[src/hw/rtl/hhip_pkg.sv]
`timescale 1ns / 1ps
// Package for the heading-hold incremental PID block.
// Holds field widths, fixed constants, register indexes and the control types.
// Depends on nothing; every other file of the block uses it.

package hhip_pkg;

   // Field widths.
   localparam int RATE_W   = 16;
   localparam int COEF_W   = 32;
   localparam int HALF_W   = 16;
   localparam int DUTY_W   = 16;
   localparam int DEG_W    = 10;
   localparam int HEAD_W   = 32;
   localparam int CSR_IDX_W = 3;
   localparam int CSR_DAT_W = 32;

   // Internal widths. While no turn is requested the error magnitude stays
   // below 2560, so 13 signed bits hold every stored error.
   localparam int ERR_W    = 13;
   localparam int DRIVE_W  = 13;
   localparam int PROD_W   = COEF_W + ERR_W;
   localparam int ACC_W    = PROD_W + 2;
   localparam int RPROD_W  = 33;
   localparam int SHIFT_W  = 24;

   // Heading is kept in 1/256 degree, coefficients in Q16.16.
   localparam int DEG_FRAC   = 8;
   localparam int COEF_FRAC  = 16;
   localparam int PERIOD_FRAC = 16;

   localparam logic [RPROD_W-1:0] TURN_LIMIT = RPROD_W'(10 << DEG_FRAC);
   localparam logic signed [DRIVE_W-1:0] DRIVE_LIMIT = DRIVE_W'(4000);
   localparam logic [DEG_W-1:0] DEG_MAX = '1;
   localparam logic [DUTY_W-1:0] DUTY_MAX = '1;

   // Register reset values.
   localparam logic [HALF_W-1:0] PERIOD_RESET     = 16'd1311;
   localparam logic [DUTY_W-1:0] BASE_RIGHT_RESET = 16'd12000;
   localparam logic [DUTY_W-1:0] BASE_LEFT_RESET  = 16'd12725;

   // Register indexes on the write port.
   localparam logic [CSR_IDX_W-1:0] REG_COEF_NOW    = 3'd0;
   localparam logic [CSR_IDX_W-1:0] REG_COEF_PREV   = 3'd1;
   localparam logic [CSR_IDX_W-1:0] REG_COEF_PREV2  = 3'd2;
   localparam logic [CSR_IDX_W-1:0] REG_RATE_OFFSET = 3'd3;
   localparam logic [CSR_IDX_W-1:0] REG_PERIOD      = 3'd4;
   localparam logic [CSR_IDX_W-1:0] REG_BASE_RIGHT  = 3'd5;
   localparam logic [CSR_IDX_W-1:0] REG_BASE_LEFT   = 3'd6;

   typedef struct packed {
      logic signed [COEF_W-1:0] coef_now;
      logic signed [COEF_W-1:0] coef_prev;
      logic signed [COEF_W-1:0] coef_prev2;
      logic signed [RATE_W-1:0] rate_offset;
      logic [HALF_W-1:0]        sample_period;
      logic [DUTY_W-1:0]        base_duty_right;
      logic [DUTY_W-1:0]        base_duty_left;
   } cfg_type;

   typedef enum logic [2:0] {
      ST_IDLE,
      ST_HEAD,
      ST_MUL0,
      ST_MUL1,
      ST_MUL2,
      ST_SUM,
      ST_FINISH
   } state_type;

   typedef enum logic [1:0] {
      MUL_NOW,
      MUL_PREV,
      MUL_PREV2
   } mul_sel_type;

   // Commands from the controller to the datapath.
   typedef struct packed {
      logic        idle;
      logic        load;
      logic        head_upd;
      logic        mul_en;
      mul_sel_type mul_sel;
      logic        sum_en;
      logic        finish;
   } cmd_type;

   // Status seen by the controller.
   typedef struct packed {
      logic req_fire;
      logic rsp_busy;
   } status_type;

endpackage

[src/hw/rtl/hhip_req_if.sv]
`timescale 1ns / 1ps
// Input channel of the heading-hold PID: valid/ready plus one gyro sample.
// Depends on hhip_pkg for the field widths.

interface hhip_req_if;
   logic                                 valid;
   logic                                 ready;
   logic signed [hhip_pkg::RATE_W-1:0]   yaw_rate;
   logic                                 restart;

   modport source (output valid, output yaw_rate, output restart, input ready);
   modport sink   (input valid, input yaw_rate, input restart, output ready);
endinterface

[src/hw/rtl/hhip_rsp_if.sv]
`timescale 1ns / 1ps
// Result channel of the heading-hold PID: valid/ready plus duties and turn request.
// Depends on hhip_pkg for the field widths.

interface hhip_rsp_if;
   logic                         valid;
   logic                         ready;
   logic [hhip_pkg::DUTY_W-1:0]  duty_right;
   logic [hhip_pkg::DUTY_W-1:0]  duty_left;
   logic                         needs_turn;
   logic                         turn_ccw;
   logic [hhip_pkg::DEG_W-1:0]   turn_degrees;

   modport source (output valid, output duty_right, output duty_left, output needs_turn,
                   output turn_ccw, output turn_degrees, input ready);
   modport sink   (input valid, input duty_right, input duty_left, input needs_turn,
                   input turn_ccw, input turn_degrees, output ready);
endinterface

[src/hw/rtl/heading_hold_incremental_pid.sv]
`timescale 1ns / 1ps
// Top level of the heading-hold incremental PID controller.
// Depends on hhip_pkg, hhip_req_if, hhip_rsp_if, hhip_csr, hhip_ctrl and hhip_dp.
//
// Usage:
// Each item on req_ch carries one gyro yaw-rate sample and a restart flag. The
// block integrates the offset-corrected rate into a heading, runs the
// velocity-form PID on the negated heading and returns one item on rsp_ch with
// the right and left duty counts, or a turn request when the heading error has
// reached ten degrees.
// Each item passes through the idle step in which it is accepted, one heading
// update, three passes through the single shared 32x13 coefficient multiplier,
// one drive clamp and one result write; no new item is taken before then.
// The result is valid once the result write has filled the output register.
// The result sits in an output register, so the next item is accepted while a
// result is still waiting; if the receiver stalls, the following result waits
// in its final step until the register is free, and no new item is taken then.
// Reset (synchronous, active high) clears the heading, the drive history and
// the error history and returns each configuration register to its reset value.
// Configuration registers are written through csr_we, csr_idx and csr_wdata and
// should only change while no item is in flight.

module heading_hold_incremental_pid (
   input  logic                               clock,
   input  logic                               reset,
   hhip_req_if.sink                           req_ch,
   hhip_rsp_if.source                         rsp_ch,
   input  logic                               csr_we,
   input  logic [hhip_pkg::CSR_IDX_W-1:0]     csr_idx,
   input  logic [hhip_pkg::CSR_DAT_W-1:0]     csr_wdata
);

   hhip_pkg::cfg_type    cfg;
   hhip_pkg::cmd_type    cmd;
   hhip_pkg::status_type status;
   logic                 rsp_busy;

   // Configuration register file.
   hhip_csr u_csr (
      .clock     (clock),
      .reset     (reset),
      .csr_we    (csr_we),
      .csr_idx   (csr_idx),
      .csr_wdata (csr_wdata),
      .cfg       (cfg)
   );

   // The sequencer takes an item only while idle. It looks at the request
   // only in its idle state, so the valid alone is handed over as the request.
   assign req_ch.ready    = cmd.idle;
   assign status.req_fire = req_ch.valid;
   assign status.rsp_busy = rsp_busy;

   hhip_ctrl u_ctrl (
      .clock  (clock),
      .reset  (reset),
      .status (status),
      .cmd    (cmd)
   );

   // Datapath owns the track state and the result register.
   hhip_dp u_dp (
      .clock    (clock),
      .reset    (reset),
      .cfg      (cfg),
      .cmd      (cmd),
      .yaw_rate (req_ch.yaw_rate),
      .restart  (req_ch.restart),
      .rsp_busy (rsp_busy),
      .rsp_ch   (rsp_ch)
   );

endmodule

[src/hw/rtl/hhip_csr.sv]
`timescale 1ns / 1ps
// Configuration registers of the heading-hold PID, written through a plain write port.
// Depends on hhip_pkg for register indexes, reset values and cfg_type.

module hhip_csr (
   input  logic                               clock,
   input  logic                               reset,
   input  logic                               csr_we,
   input  logic [hhip_pkg::CSR_IDX_W-1:0]     csr_idx,
   input  logic [hhip_pkg::CSR_DAT_W-1:0]     csr_wdata,
   output hhip_pkg::cfg_type                  cfg
);

   hhip_pkg::cfg_type cfg_ff, cfg_in;

   always_comb begin
      cfg_in = cfg_ff;
      if (csr_we) begin
         unique case (csr_idx)
            hhip_pkg::REG_COEF_NOW:    cfg_in.coef_now        = csr_wdata;
            hhip_pkg::REG_COEF_PREV:   cfg_in.coef_prev       = csr_wdata;
            hhip_pkg::REG_COEF_PREV2:  cfg_in.coef_prev2      = csr_wdata;
            hhip_pkg::REG_RATE_OFFSET: cfg_in.rate_offset     = csr_wdata[15:0];
            hhip_pkg::REG_PERIOD:      cfg_in.sample_period   = csr_wdata[15:0];
            hhip_pkg::REG_BASE_RIGHT:  cfg_in.base_duty_right = csr_wdata[15:0];
            hhip_pkg::REG_BASE_LEFT:   cfg_in.base_duty_left  = csr_wdata[15:0];
            default: begin
               // Writes to unused indexes are dropped.
               cfg_in = cfg_ff;
            end
         endcase
      end
   end

   always_ff @(posedge clock) begin
      if (reset) begin
         cfg_ff.coef_now        <= '0;
         cfg_ff.coef_prev       <= '0;
         cfg_ff.coef_prev2      <= '0;
         cfg_ff.rate_offset     <= '0;
         cfg_ff.sample_period   <= hhip_pkg::PERIOD_RESET;
         cfg_ff.base_duty_right <= hhip_pkg::BASE_RIGHT_RESET;
         cfg_ff.base_duty_left  <= hhip_pkg::BASE_LEFT_RESET;
      end else begin
         cfg_ff <= cfg_in;
      end
   end

   assign cfg = cfg_ff;

endmodule

[src/hw/rtl/hhip_ctrl.sv]
`timescale 1ns / 1ps
// Sequencer of the heading-hold PID: steps one sample through the shared datapath.
// Depends on hhip_pkg for state_type, cmd_type and status_type.

module hhip_ctrl (
   input  logic                   clock,
   input  logic                   reset,
   input  hhip_pkg::status_type   status,
   output hhip_pkg::cmd_type      cmd
);

   hhip_pkg::state_type state_ff, state_in;

   // Next state.
   always_comb begin
      state_in = state_ff;
      unique case (state_ff)
         hhip_pkg::ST_IDLE:   if (status.req_fire) state_in = hhip_pkg::ST_HEAD;
         hhip_pkg::ST_HEAD:   state_in = hhip_pkg::ST_MUL0;
         hhip_pkg::ST_MUL0:   state_in = hhip_pkg::ST_MUL1;
         hhip_pkg::ST_MUL1:   state_in = hhip_pkg::ST_MUL2;
         hhip_pkg::ST_MUL2:   state_in = hhip_pkg::ST_SUM;
         hhip_pkg::ST_SUM:    state_in = hhip_pkg::ST_FINISH;
         hhip_pkg::ST_FINISH: if (!status.rsp_busy) state_in = hhip_pkg::ST_IDLE;
         default:             state_in = hhip_pkg::ST_IDLE;
      endcase
   end

   // Outputs.
   always_comb begin
      cmd          = '0;
      cmd.mul_sel  = hhip_pkg::MUL_NOW;
      unique case (state_ff)
         hhip_pkg::ST_IDLE: begin
            cmd.idle = 1'b1;
            cmd.load = status.req_fire;
         end
         hhip_pkg::ST_HEAD:   cmd.head_upd = 1'b1;
         hhip_pkg::ST_MUL0: begin
            cmd.mul_en  = 1'b1;
            cmd.mul_sel = hhip_pkg::MUL_NOW;
         end
         hhip_pkg::ST_MUL1: begin
            cmd.mul_en  = 1'b1;
            cmd.mul_sel = hhip_pkg::MUL_PREV;
         end
         hhip_pkg::ST_MUL2: begin
            cmd.mul_en  = 1'b1;
            cmd.mul_sel = hhip_pkg::MUL_PREV2;
         end
         hhip_pkg::ST_SUM:    cmd.sum_en = 1'b1;
         hhip_pkg::ST_FINISH: cmd.finish = !status.rsp_busy;
         default:             cmd.idle = 1'b0;
      endcase
   end

   always_ff @(posedge clock) begin
      if (reset) begin
         state_ff <= hhip_pkg::ST_IDLE;
      end else begin
         state_ff <= state_in;
      end
   end

   // A sample that enters must reach the heading update next.
   assert property (@(posedge clock) disable iff (reset)
      cmd.load |=> state_ff == hhip_pkg::ST_HEAD)
      else $error("accepted sample did not start the heading update");

   // The result is only posted when the output register is free.
   assert property (@(posedge clock) disable iff (reset)
      cmd.finish |-> !status.rsp_busy)
      else $error("result posted over an unread result");

endmodule

[src/hw/rtl/hhip_dp.sv]
`timescale 1ns / 1ps
// Datapath of the heading-hold PID: heading integrator, shared multiplier,
// accumulator, drive clamp and the result register. Depends on hhip_pkg.

module hhip_dp (
   input  logic                                clock,
   input  logic                                reset,
   input  hhip_pkg::cfg_type                   cfg,
   input  hhip_pkg::cmd_type                   cmd,
   input  logic signed [hhip_pkg::RATE_W-1:0]  yaw_rate,
   input  logic                                restart,
   output logic                                rsp_busy,
   hhip_rsp_if.source                          rsp_ch
);

   localparam int RATE_W  = hhip_pkg::RATE_W;
   localparam int HEAD_W  = hhip_pkg::HEAD_W;
   localparam int ERR_W   = hhip_pkg::ERR_W;
   localparam int DRIVE_W = hhip_pkg::DRIVE_W;
   localparam int PROD_W  = hhip_pkg::PROD_W;
   localparam int ACC_W   = hhip_pkg::ACC_W;
   localparam int RPROD_W = hhip_pkg::RPROD_W;
   localparam int SHIFT_W = hhip_pkg::SHIFT_W;
   localparam int DUTY_W  = hhip_pkg::DUTY_W;
   localparam int DEG_W   = hhip_pkg::DEG_W;
   localparam int SUMX_W  = ACC_W - hhip_pkg::COEF_FRAC - hhip_pkg::DEG_FRAC;
   localparam int DEL_W   = RPROD_W - hhip_pkg::PERIOD_FRAC;
   localparam int DSUM_W  = DUTY_W + 2;

   // Sample and track state.
   logic signed [RPROD_W-1:0] rprod_ff, rprod_in;
   logic                      restart_ff, restart_in;
   logic signed [HEAD_W-1:0]  heading_ff, heading_in;
   logic signed [DRIVE_W-1:0] last_drive_ff, last_drive_in;
   logic signed [ERR_W-1:0]   err_prev_ff, err_prev_in;
   logic signed [ERR_W-1:0]   err_prev2_ff, err_prev2_in;
   logic signed [ACC_W-1:0]   acc_ff, acc_in;
   logic signed [DRIVE_W-1:0] drive_ff, drive_in;

   // Result register.
   logic                      rsp_valid_ff, rsp_valid_in;
   logic [DUTY_W-1:0]         duty_right_ff, duty_right_in;
   logic [DUTY_W-1:0]         duty_left_ff, duty_left_in;
   logic                      needs_turn_ff, needs_turn_in;
   logic                      turn_ccw_ff, turn_ccw_in;
   logic [DEG_W-1:0]          turn_deg_ff, turn_deg_in;

   // Combinational helpers.
   logic signed [RATE_W:0]     rate_diff;
   logic signed [RATE_W:0]     period_ext;
   logic signed [2*RATE_W+1:0] rate_full;
   logic signed [HEAD_W-1:0]   head_base;
   logic signed [HEAD_W:0]     head_sum;
   logic signed [HEAD_W-1:0]   neg_head;
   logic signed [ERR_W-1:0]    err_now;
   logic signed [hhip_pkg::COEF_W-1:0] mul_coef;
   logic signed [ERR_W-1:0]    mul_err;
   logic signed [PROD_W-1:0]   mul_prod;
   logic signed [SHIFT_W-1:0]  drive_sum;
   logic [HEAD_W:0]            head_mag;
   logic                       turn;
   logic [HEAD_W-hhip_pkg::DEG_FRAC:0] deg_full;
   logic signed [DSUM_W-1:0]   dr_sum;
   logic signed [DSUM_W-1:0]   dl_sum;

   assign rate_diff  = {yaw_rate[RATE_W-1], yaw_rate}
                     - {cfg.rate_offset[RATE_W-1], cfg.rate_offset};
   assign period_ext = {1'b0, cfg.sample_period};
   assign rate_full  = rate_diff * period_ext;

   assign neg_head = -heading_ff;
   assign err_now  = neg_head[ERR_W-1:0];

   // Error magnitude against the turn limit; the most negative heading needs the extra bit.
   assign head_mag = heading_ff[HEAD_W-1] ? -{heading_ff[HEAD_W-1], heading_ff}
                                          : {heading_ff[HEAD_W-1], heading_ff};
   assign turn     = head_mag >= hhip_pkg::TURN_LIMIT;
   assign deg_full = head_mag[HEAD_W:hhip_pkg::DEG_FRAC];

   always_comb begin
      unique case (cmd.mul_sel)
         hhip_pkg::MUL_NOW: begin
            mul_coef = cfg.coef_now;
            mul_err  = err_now;
         end
         hhip_pkg::MUL_PREV: begin
            mul_coef = cfg.coef_prev;
            mul_err  = err_prev_ff;
         end
         hhip_pkg::MUL_PREV2: begin
            mul_coef = cfg.coef_prev2;
            mul_err  = err_prev2_ff;
         end
         default: begin
            mul_coef = '0;
            mul_err  = '0;
         end
      endcase
   end

   assign mul_prod  = mul_coef * mul_err;
   assign head_base = restart_ff ? '0 : heading_ff;
   assign head_sum  = {head_base[HEAD_W-1], head_base}
                    + {{(HEAD_W+1-DEL_W){rprod_ff[RPROD_W-1]}},
                       rprod_ff[RPROD_W-1:hhip_pkg::PERIOD_FRAC]};
   assign drive_sum = {{(SHIFT_W-SUMX_W){acc_ff[ACC_W-1]}},
                       acc_ff[ACC_W-1:hhip_pkg::COEF_FRAC+hhip_pkg::DEG_FRAC]}
                    + {{(SHIFT_W-DRIVE_W){last_drive_ff[DRIVE_W-1]}}, last_drive_ff};
   assign dr_sum = {2'b00, cfg.base_duty_right}
                 + {{(DSUM_W-DRIVE_W){drive_ff[DRIVE_W-1]}}, drive_ff};
   assign dl_sum = {2'b00, cfg.base_duty_left}
                 - {{(DSUM_W-DRIVE_W){drive_ff[DRIVE_W-1]}}, drive_ff};

   assign rsp_busy = rsp_valid_ff && !rsp_ch.ready;

   always_comb begin
      rprod_in      = rprod_ff;
      restart_in    = restart_ff;
      heading_in    = heading_ff;
      last_drive_in = last_drive_ff;
      err_prev_in   = err_prev_ff;
      err_prev2_in  = err_prev2_ff;
      acc_in        = acc_ff;
      drive_in      = drive_ff;
      rsp_valid_in  = rsp_valid_ff && !rsp_ch.ready;
      duty_right_in = duty_right_ff;
      duty_left_in  = duty_left_ff;
      needs_turn_in = needs_turn_ff;
      turn_ccw_in   = turn_ccw_ff;
      turn_deg_in   = turn_deg_ff;

      if (cmd.load) begin
         rprod_in   = rate_full[RPROD_W-1:0];
         restart_in = restart;
      end

      if (cmd.head_upd) begin
         // Saturate the heading to the signed 32 bit range.
         if (head_sum[HEAD_W] != head_sum[HEAD_W-1]) begin
            heading_in = head_sum[HEAD_W] ? {1'b1, {(HEAD_W-1){1'b0}}}
                                          : {1'b0, {(HEAD_W-1){1'b1}}};
         end else begin
            heading_in = head_sum[HEAD_W-1:0];
         end
         if (restart_ff) begin
            last_drive_in = '0;
            err_prev_in   = '0;
            err_prev2_in  = '0;
         end
      end

      if (cmd.mul_en) begin
         acc_in = ((cmd.mul_sel == hhip_pkg::MUL_NOW) ? '0 : acc_ff)
                + {{(ACC_W-PROD_W){mul_prod[PROD_W-1]}}, mul_prod};
      end

      if (cmd.sum_en) begin
         if (drive_sum > SHIFT_W'(hhip_pkg::DRIVE_LIMIT)) begin
            drive_in = hhip_pkg::DRIVE_LIMIT;
         end else if (drive_sum < -SHIFT_W'(hhip_pkg::DRIVE_LIMIT)) begin
            drive_in = -hhip_pkg::DRIVE_LIMIT;
         end else begin
            drive_in = drive_sum[DRIVE_W-1:0];
         end
      end

      if (cmd.finish) begin
         rsp_valid_in = 1'b1;
         if (turn) begin
            duty_right_in = cfg.base_duty_right;
            duty_left_in  = cfg.base_duty_left;
            needs_turn_in = 1'b1;
            turn_ccw_in   = !heading_ff[HEAD_W-1];
            turn_deg_in   = (|deg_full[HEAD_W-hhip_pkg::DEG_FRAC:DEG_W]) ? hhip_pkg::DEG_MAX
                                                              : deg_full[DEG_W-1:0];
            heading_in    = '0;
            last_drive_in = '0;
            err_prev_in   = '0;
            err_prev2_in  = '0;
         end else begin
            if (dr_sum[DSUM_W-1]) begin
               duty_right_in = '0;
            end else if (dr_sum[DUTY_W]) begin
               duty_right_in = hhip_pkg::DUTY_MAX;
            end else begin
               duty_right_in = dr_sum[DUTY_W-1:0];
            end
            if (dl_sum[DSUM_W-1]) begin
               duty_left_in = '0;
            end else if (dl_sum[DUTY_W]) begin
               duty_left_in = hhip_pkg::DUTY_MAX;
            end else begin
               duty_left_in = dl_sum[DUTY_W-1:0];
            end
            needs_turn_in = 1'b0;
            turn_ccw_in   = 1'b0;
            turn_deg_in   = '0;
            last_drive_in = drive_ff;
            err_prev2_in  = err_prev_ff;
            err_prev_in   = err_now;
         end
      end
   end

   always_ff @(posedge clock) begin
      if (reset) begin
         heading_ff    <= '0;
         last_drive_ff <= '0;
         err_prev_ff   <= '0;
         err_prev2_ff  <= '0;
         rsp_valid_ff  <= 1'b0;
      end else begin
         heading_ff    <= heading_in;
         last_drive_ff <= last_drive_in;
         err_prev_ff   <= err_prev_in;
         err_prev2_ff  <= err_prev2_in;
         rsp_valid_ff  <= rsp_valid_in;
      end
   end

   always_ff @(posedge clock) begin
      rprod_ff      <= rprod_in;
      restart_ff    <= restart_in;
      acc_ff        <= acc_in;
      drive_ff      <= drive_in;
      duty_right_ff <= duty_right_in;
      duty_left_ff  <= duty_left_in;
      needs_turn_ff <= needs_turn_in;
      turn_ccw_ff   <= turn_ccw_in;
      turn_deg_ff   <= turn_deg_in;
   end

   assign rsp_ch.valid        = rsp_valid_ff;
   assign rsp_ch.duty_right   = duty_right_ff;
   assign rsp_ch.duty_left    = duty_left_ff;
   assign rsp_ch.needs_turn   = needs_turn_ff;
   assign rsp_ch.turn_ccw     = turn_ccw_ff;
   assign rsp_ch.turn_degrees = turn_deg_ff;

   // A posted result is visible on the next cycle.
   assert property (@(posedge clock) disable iff (reset)
      cmd.finish |=> rsp_valid_ff)
      else $error("posted result not presented");

   // The stored drive never leaves the clamp range.
   assert property (@(posedge clock) disable iff (reset)
      (last_drive_ff <= hhip_pkg::DRIVE_LIMIT) && (last_drive_ff >= -hhip_pkg::DRIVE_LIMIT))
      else $error("stored drive outside clamp range");

   // A turn request always resets the track state.
   assert property (@(posedge clock) disable iff (reset)
      (cmd.finish && turn) |=> (heading_ff == '0) && (err_prev_ff == '0))
      else $error("turn request did not clear the heading track");

endmodule

[src/flat_wrapper.sv]
// flat-port wrapper written by rule: the top's interface ports become plain ports
module heading_hold_incremental_pid_flat 
  (clock, reset, csr_we, csr_idx, csr_wdata, req_ch_valid, req_ch_yaw_rate, req_ch_restart, req_ch_ready, rsp_ch_valid, rsp_ch_duty_right, rsp_ch_duty_left, rsp_ch_needs_turn, rsp_ch_turn_ccw, rsp_ch_turn_degrees, rsp_ch_ready);
  hhip_req_if req_ch_i ();
  hhip_rsp_if rsp_ch_i ();
  input  logic clock;
  input  logic reset;
  input  logic csr_we;
  input  logic [hhip_pkg::CSR_IDX_W-1:0] csr_idx;
  input  logic [hhip_pkg::CSR_DAT_W-1:0] csr_wdata;
  input wire logic [$bits(req_ch_i.valid)-1:0] req_ch_valid;
  input wire logic [$bits(req_ch_i.yaw_rate)-1:0] req_ch_yaw_rate;
  input wire logic [$bits(req_ch_i.restart)-1:0] req_ch_restart;
  output wire logic [$bits(req_ch_i.ready)-1:0] req_ch_ready;
  output wire logic [$bits(rsp_ch_i.valid)-1:0] rsp_ch_valid;
  output wire logic [$bits(rsp_ch_i.duty_right)-1:0] rsp_ch_duty_right;
  output wire logic [$bits(rsp_ch_i.duty_left)-1:0] rsp_ch_duty_left;
  output wire logic [$bits(rsp_ch_i.needs_turn)-1:0] rsp_ch_needs_turn;
  output wire logic [$bits(rsp_ch_i.turn_ccw)-1:0] rsp_ch_turn_ccw;
  output wire logic [$bits(rsp_ch_i.turn_degrees)-1:0] rsp_ch_turn_degrees;
  input wire logic [$bits(rsp_ch_i.ready)-1:0] rsp_ch_ready;
  assign req_ch_i.valid = req_ch_valid;
  assign req_ch_i.yaw_rate = req_ch_yaw_rate;
  assign req_ch_i.restart = req_ch_restart;
  assign req_ch_ready = req_ch_i.ready;
  assign rsp_ch_valid = rsp_ch_i.valid;
  assign rsp_ch_duty_right = rsp_ch_i.duty_right;
  assign rsp_ch_duty_left = rsp_ch_i.duty_left;
  assign rsp_ch_needs_turn = rsp_ch_i.needs_turn;
  assign rsp_ch_turn_ccw = rsp_ch_i.turn_ccw;
  assign rsp_ch_turn_degrees = rsp_ch_i.turn_degrees;
  assign rsp_ch_i.ready = rsp_ch_ready;
  heading_hold_incremental_pid u_core (.clock(clock), .reset(reset), .req_ch(req_ch_i), .rsp_ch(rsp_ch_i), .csr_we(csr_we), .csr_idx(csr_idx), .csr_wdata(csr_wdata));
endmodule
[config.mk]
export PLATFORM = sky130hd
export DESIGN_NAME = heading_hold_incremental_pid_flat
export DESIGN_NICKNAME = d
export VERILOG_FILES = /design/src/hw/rtl/hhip_pkg.sv /design/src/hw/rtl/hhip_req_if.sv /design/src/hw/rtl/hhip_rsp_if.sv /design/src/hw/rtl/heading_hold_incremental_pid.sv /design/src/hw/rtl/hhip_csr.sv /design/src/hw/rtl/hhip_ctrl.sv /design/src/hw/rtl/hhip_dp.sv /design/src/flat_wrapper.sv
export SDC_FILE = /design/constraint.sdc
export NUM_CORES = 2
export LEC_CHECK = 0
export BUFFER_PORTS_ARGS = -buffer_cell sky130_fd_sc_hd__buf_4
export CAP_MARGIN = 30
export CORE_UTILIZATION = 38
export CTS_BUF_LIST = sky130_fd_sc_hd__clkbuf_4 sky130_fd_sc_hd__clkbuf_8
export DETAILED_ROUTE_END_ITERATION = 6
export PLACE_DENSITY = 0.63
export SETUP_SLACK_MARGIN = 0.15
export SYNTH_ARGS = -nofsm -noshare
export SYNTH_HDL_FRONTEND = slang
export SYNTH_SLANG_ARGS = --single-unit
[constraint.sdc]
create_clock -name clock -period 14.09 [get_ports clock]
set_input_delay 1.409 -clock clock [delete_from_list [all_inputs] [get_ports clock]]
set_output_delay 1.409 -clock clock [all_outputs]
set_load 0.05 [all_outputs]
==> flow_summary.json <==
{
  "rows": 127,
  "firstDrtPassIters": 7,
  "crit_top_cell": "fa_1",
  "startpoint_type": "register",
  "final.period_utilization": 0.841,
  "worstPathRequired_ns": 14.61,
  "async_reset_ff_frac": 0,
  "power.leakage_nw": 22.2,
  "ys.flop_type": "dfxtp_1",
  "final_area_sq_mm": 0.0504,
  "post-route-min-period_ns": 11.85,
  "cpPeakStageDelay_ns": 0.79,
  "synth_edf_count": 122,
  "r2r-start": "u_core.u_ctrl.state_ff[2]",
  "setup_slack_ns": 2.24,
  "rr_worst_depth": 40,
  "finalNonFillerCells": 7042,
  "cts_sinks": 357,
  "holdPathEnd": "u_core.u_csr.cfg[154]",
  "grt_pass1_vias": 37838,
  "syn-cell-area_sq_mm": 0.0463,
  "synthMuxAreaShare": 0.000648,
  "min_from": "u_core.u_csr.cfg[154]",
  "run_status": "finished clean",
  "vias_per_cell": 5.36,
  "post-dp-hpwl_um": 101000,
  "synth_cells": 5387,
  "met2_usage": 0.340,
  "vias": 37773,
  "finClkSkew_ns": 0.0965,
  "grt_max_degree": 72,
  "avgSynthCellArea_sq_um": 8.60,
  "syn2layout_area_growth_pct": 8.76,
  "ys_ff_latch": 357,
  "fin_util": 0.418,
  "crit_arrival_ns": 12.37,
  "wl_per_cell_um": 18.8,
  "globalRouteTotalUtil": 0.217,
  "gp_congestion": 0.917,
  "synth_top_family_by_area": "adder cells",
  "place_ws_ns": 2.27,
  "timing.final.hold_violations": 0,
  "final_layout_size_suffix_gt1_frac": 0.0656,
  "worstSetupPathType": "register to register",
  "antenna_found_initial": 7,
  "max_freq_ghz": 0.0844,
  "synthDistinctLibCells": 81,
  "die_area_sq_mm": 0.123,
  "whs_ns": 0.452,
  "start_util": 0.385,
  "crit_fanout": 65,
  "drtAntennaViolNets": 0,
  "dp.cells": 6907,
  "synthSimpleGateAreaFrac": 0.195,
  "place.port_buffers": 102,
  "worst-slew-pin-transition_ns": 1.18,
  "rsz0062_at_grt": "false",
  "drt-total-wl_um": 132000,
  "cts_buffer_depth": 3,
  "finalPower_mw": 9.56,
  "met3_usage": 0.0332,
  "fin_nets": 6417,
  "r2r_slack_ns": 2.24,
  "slowest_stage": "o41ai_1",
  "synth_nets": 6433,
  "hold_class": "register to register",
  "maxCapViolations": 0,
  "yosysSeqAreaShare": 0.181,
  "cts_tree": "built",
  "insertion_delay_ns": 0.77,
  "holdBufCountCts": 0,
  "drtIter0Drc": 3055,
  "ir_drop_v": 0.000208,
  "regToRegEndpoint": "u_core.u_dp.acc_ff[46]",
  "met1_usage": 0.310,
  "slew_headroom": 0.216,
  "yosys_warnings": 0,
  "core_area_sq_mm": 0.120,
  "end_kind": "register",
  "grt_overflow": 0,
  "ios": 103,
  "synthXorXnorAreaFrac": 0.0400,
  "htree_levels": 3,
  "die_w_um": 351,
  "final.setup.tns_ns": 0,
  "synth_compound_area_frac": 0.135,
  "grt_pass1_wl_um": 210000,
  "setup_viol": 0,
  "top_usage_layer": "met2",
  "drc": 0,
  "hold_depth": 2,
  "cts_post_setup_buffers_inserted": 0,
  "slew_violations": 0,
  "cts_resized": 0,
  "die_height_um": 351,
  "postPlaceCellArea_sq_mm": 0.0487,
  "cts-root-buf": "clkbuf_8",
  "numCtsBuffers": 71,
  "clk_pin_slew_ns": 0.07,
  "power-per-cell-area_mw_per_mm2": 190,
  "synthAdderAreaFrac": 0.373
}
[how the worst max path moves through the flow]
stage	to	from	depth (start not counted)
after floorplan	u_core.u_dp.acc_ff[46]	u_core.u_ctrl.state_ff[2]	42
after global placement	u_core.u_dp.acc_ff[46]	u_core.u_ctrl.state_ff[2]	40
after detailed placement	u_core.u_dp.acc_ff[46]	u_core.u_ctrl.state_ff[2]	40
after CTS	u_core.u_dp.acc_ff[46]	u_core.u_ctrl.state_ff[2]	40
after global routing	u_core.u_dp.acc_ff[45]	u_core.u_ctrl.state_ff[2]	40
final	u_core.u_dp.acc_ff[46]	u_core.u_ctrl.state_ff[2]	40
[layout make-up]
| class | count | area (sq um) |
|---|---|---|
| antenna | 3 | 7.51 |
| clock buffer | 98 | 1240 |
| clock inverter | 31 | 395 |
| fill | 12087 | 70100 |
| inverter | 671 | 2520 |
| multi-input combinational | 4101 | 34500 |
| sequential | 357 | 8370 |
| tap | 1612 | 2020 |
| timing repair buffer | 169 | 1300 |
[Yosys cell counts (all sizes together) (8+ instances only)]
library cell,number,area (sq um)
a211oi,56,430
a21boi,11,82.6
a21o,60,450
a21oi,331,1660
a221o,18,180
a221oi,23,208
a22o,50,438
a22oi,25,188
a311oi,17,155
a31o,9,78.8
a31oi,22,138
and2,207,1290
and3,23,144
buf,33,161
clkbuf,225,845
dfxtp,235,4700
edfxtp,122,3660
fa,649,13000
ha,340,4250
inv,671,2520
nand2,939,3530
nand2b,50,313
nand3,72,365
nand3b,33,248
nand4,10,62.6
nor2,300,1130
nor2b,123,769
nor3,75,375
nor4,31,275
o2111ai,10,87.6
o211ai,33,248
o21a,37,278
o21ai,161,806
o21bai,25,188
o22ai,10,62.6
o31a,8,70.1
o31ai,12,90.1
or2,23,144
or3,16,100
or4,10,82.6
xnor2,146,1280
xor2,63,552
[routing by layer]
layer | part of all wire | vias to the layer above
met3 | 0.072 | 197
met5 | 0.00023 | -
met4 | 0.025 | 4
li1 | - | 17611
met2 | 0.44 | 1208
met1 | 0.46 | 18753
[cells by family after synthesis]
| logic type | Yosys count |
|---|---|
| simple gates | 1935 |
| fa+ha+maj | 990 |
| compound gates | 963 |
| buf+inv | 929 |
| flops | 357 |
| xor+xnor | 210 |
| mux | 3 |
[state kept, by name, indices dropped and copies added, names as in the netlist, 10 cells and up]
name and flops:
u_core.u_dp.err_prev2_ff 13, u_core.u_dp.heading_ff 32, u_core.u_dp.drive_ff 13, u_core.u_dp.rprod_ff 17
u_core.u_dp.rsp_ch.duty_left 16, u_core.u_dp.rsp_ch.turn_degrees 10, u_core.u_dp.last_drive_ff 13, u_core.u_dp.rsp_ch.duty_right 16
u_core.u_csr.cfg 160, u_core.u_dp.err_prev_ff 13, u_core.u_dp.acc_ff 47
[power breakdown]
group	switching [mW]	leakage (nW)	total, mW	internal (mW)
Clock	0.548	0.845	1.24	0.695
Combinational	4.01	18.4	6.79	2.77
Sequential	0.124	3.00	1.53	1.41
[cells in the final DEF, fill, tap and decap left out, drive strengths merged, types with 123 or more instances in the layout]
master / instances
buf: 169
a21oi: 331
dfxtp: 235
inv: 675
o21ai: 161
and2: 207
fa: 649
nor2: 300
ha: 340
nor2b: 123
xnor2: 146
nand2: 939
[critical path: cells and delay by family (launching register included)]
family                   cells  cell delay, ns
XOR/XNOR                     3            0.64
adder cells (fa/ha/maj)      8            3.60
AND/OR/NAND/NOR              6            1.09
buffers and inverters        7            1.33
flip-flops                   1            0.44
AO/OA/AOI/OAI               16            4.54
(Power assumes the default switching activity.)
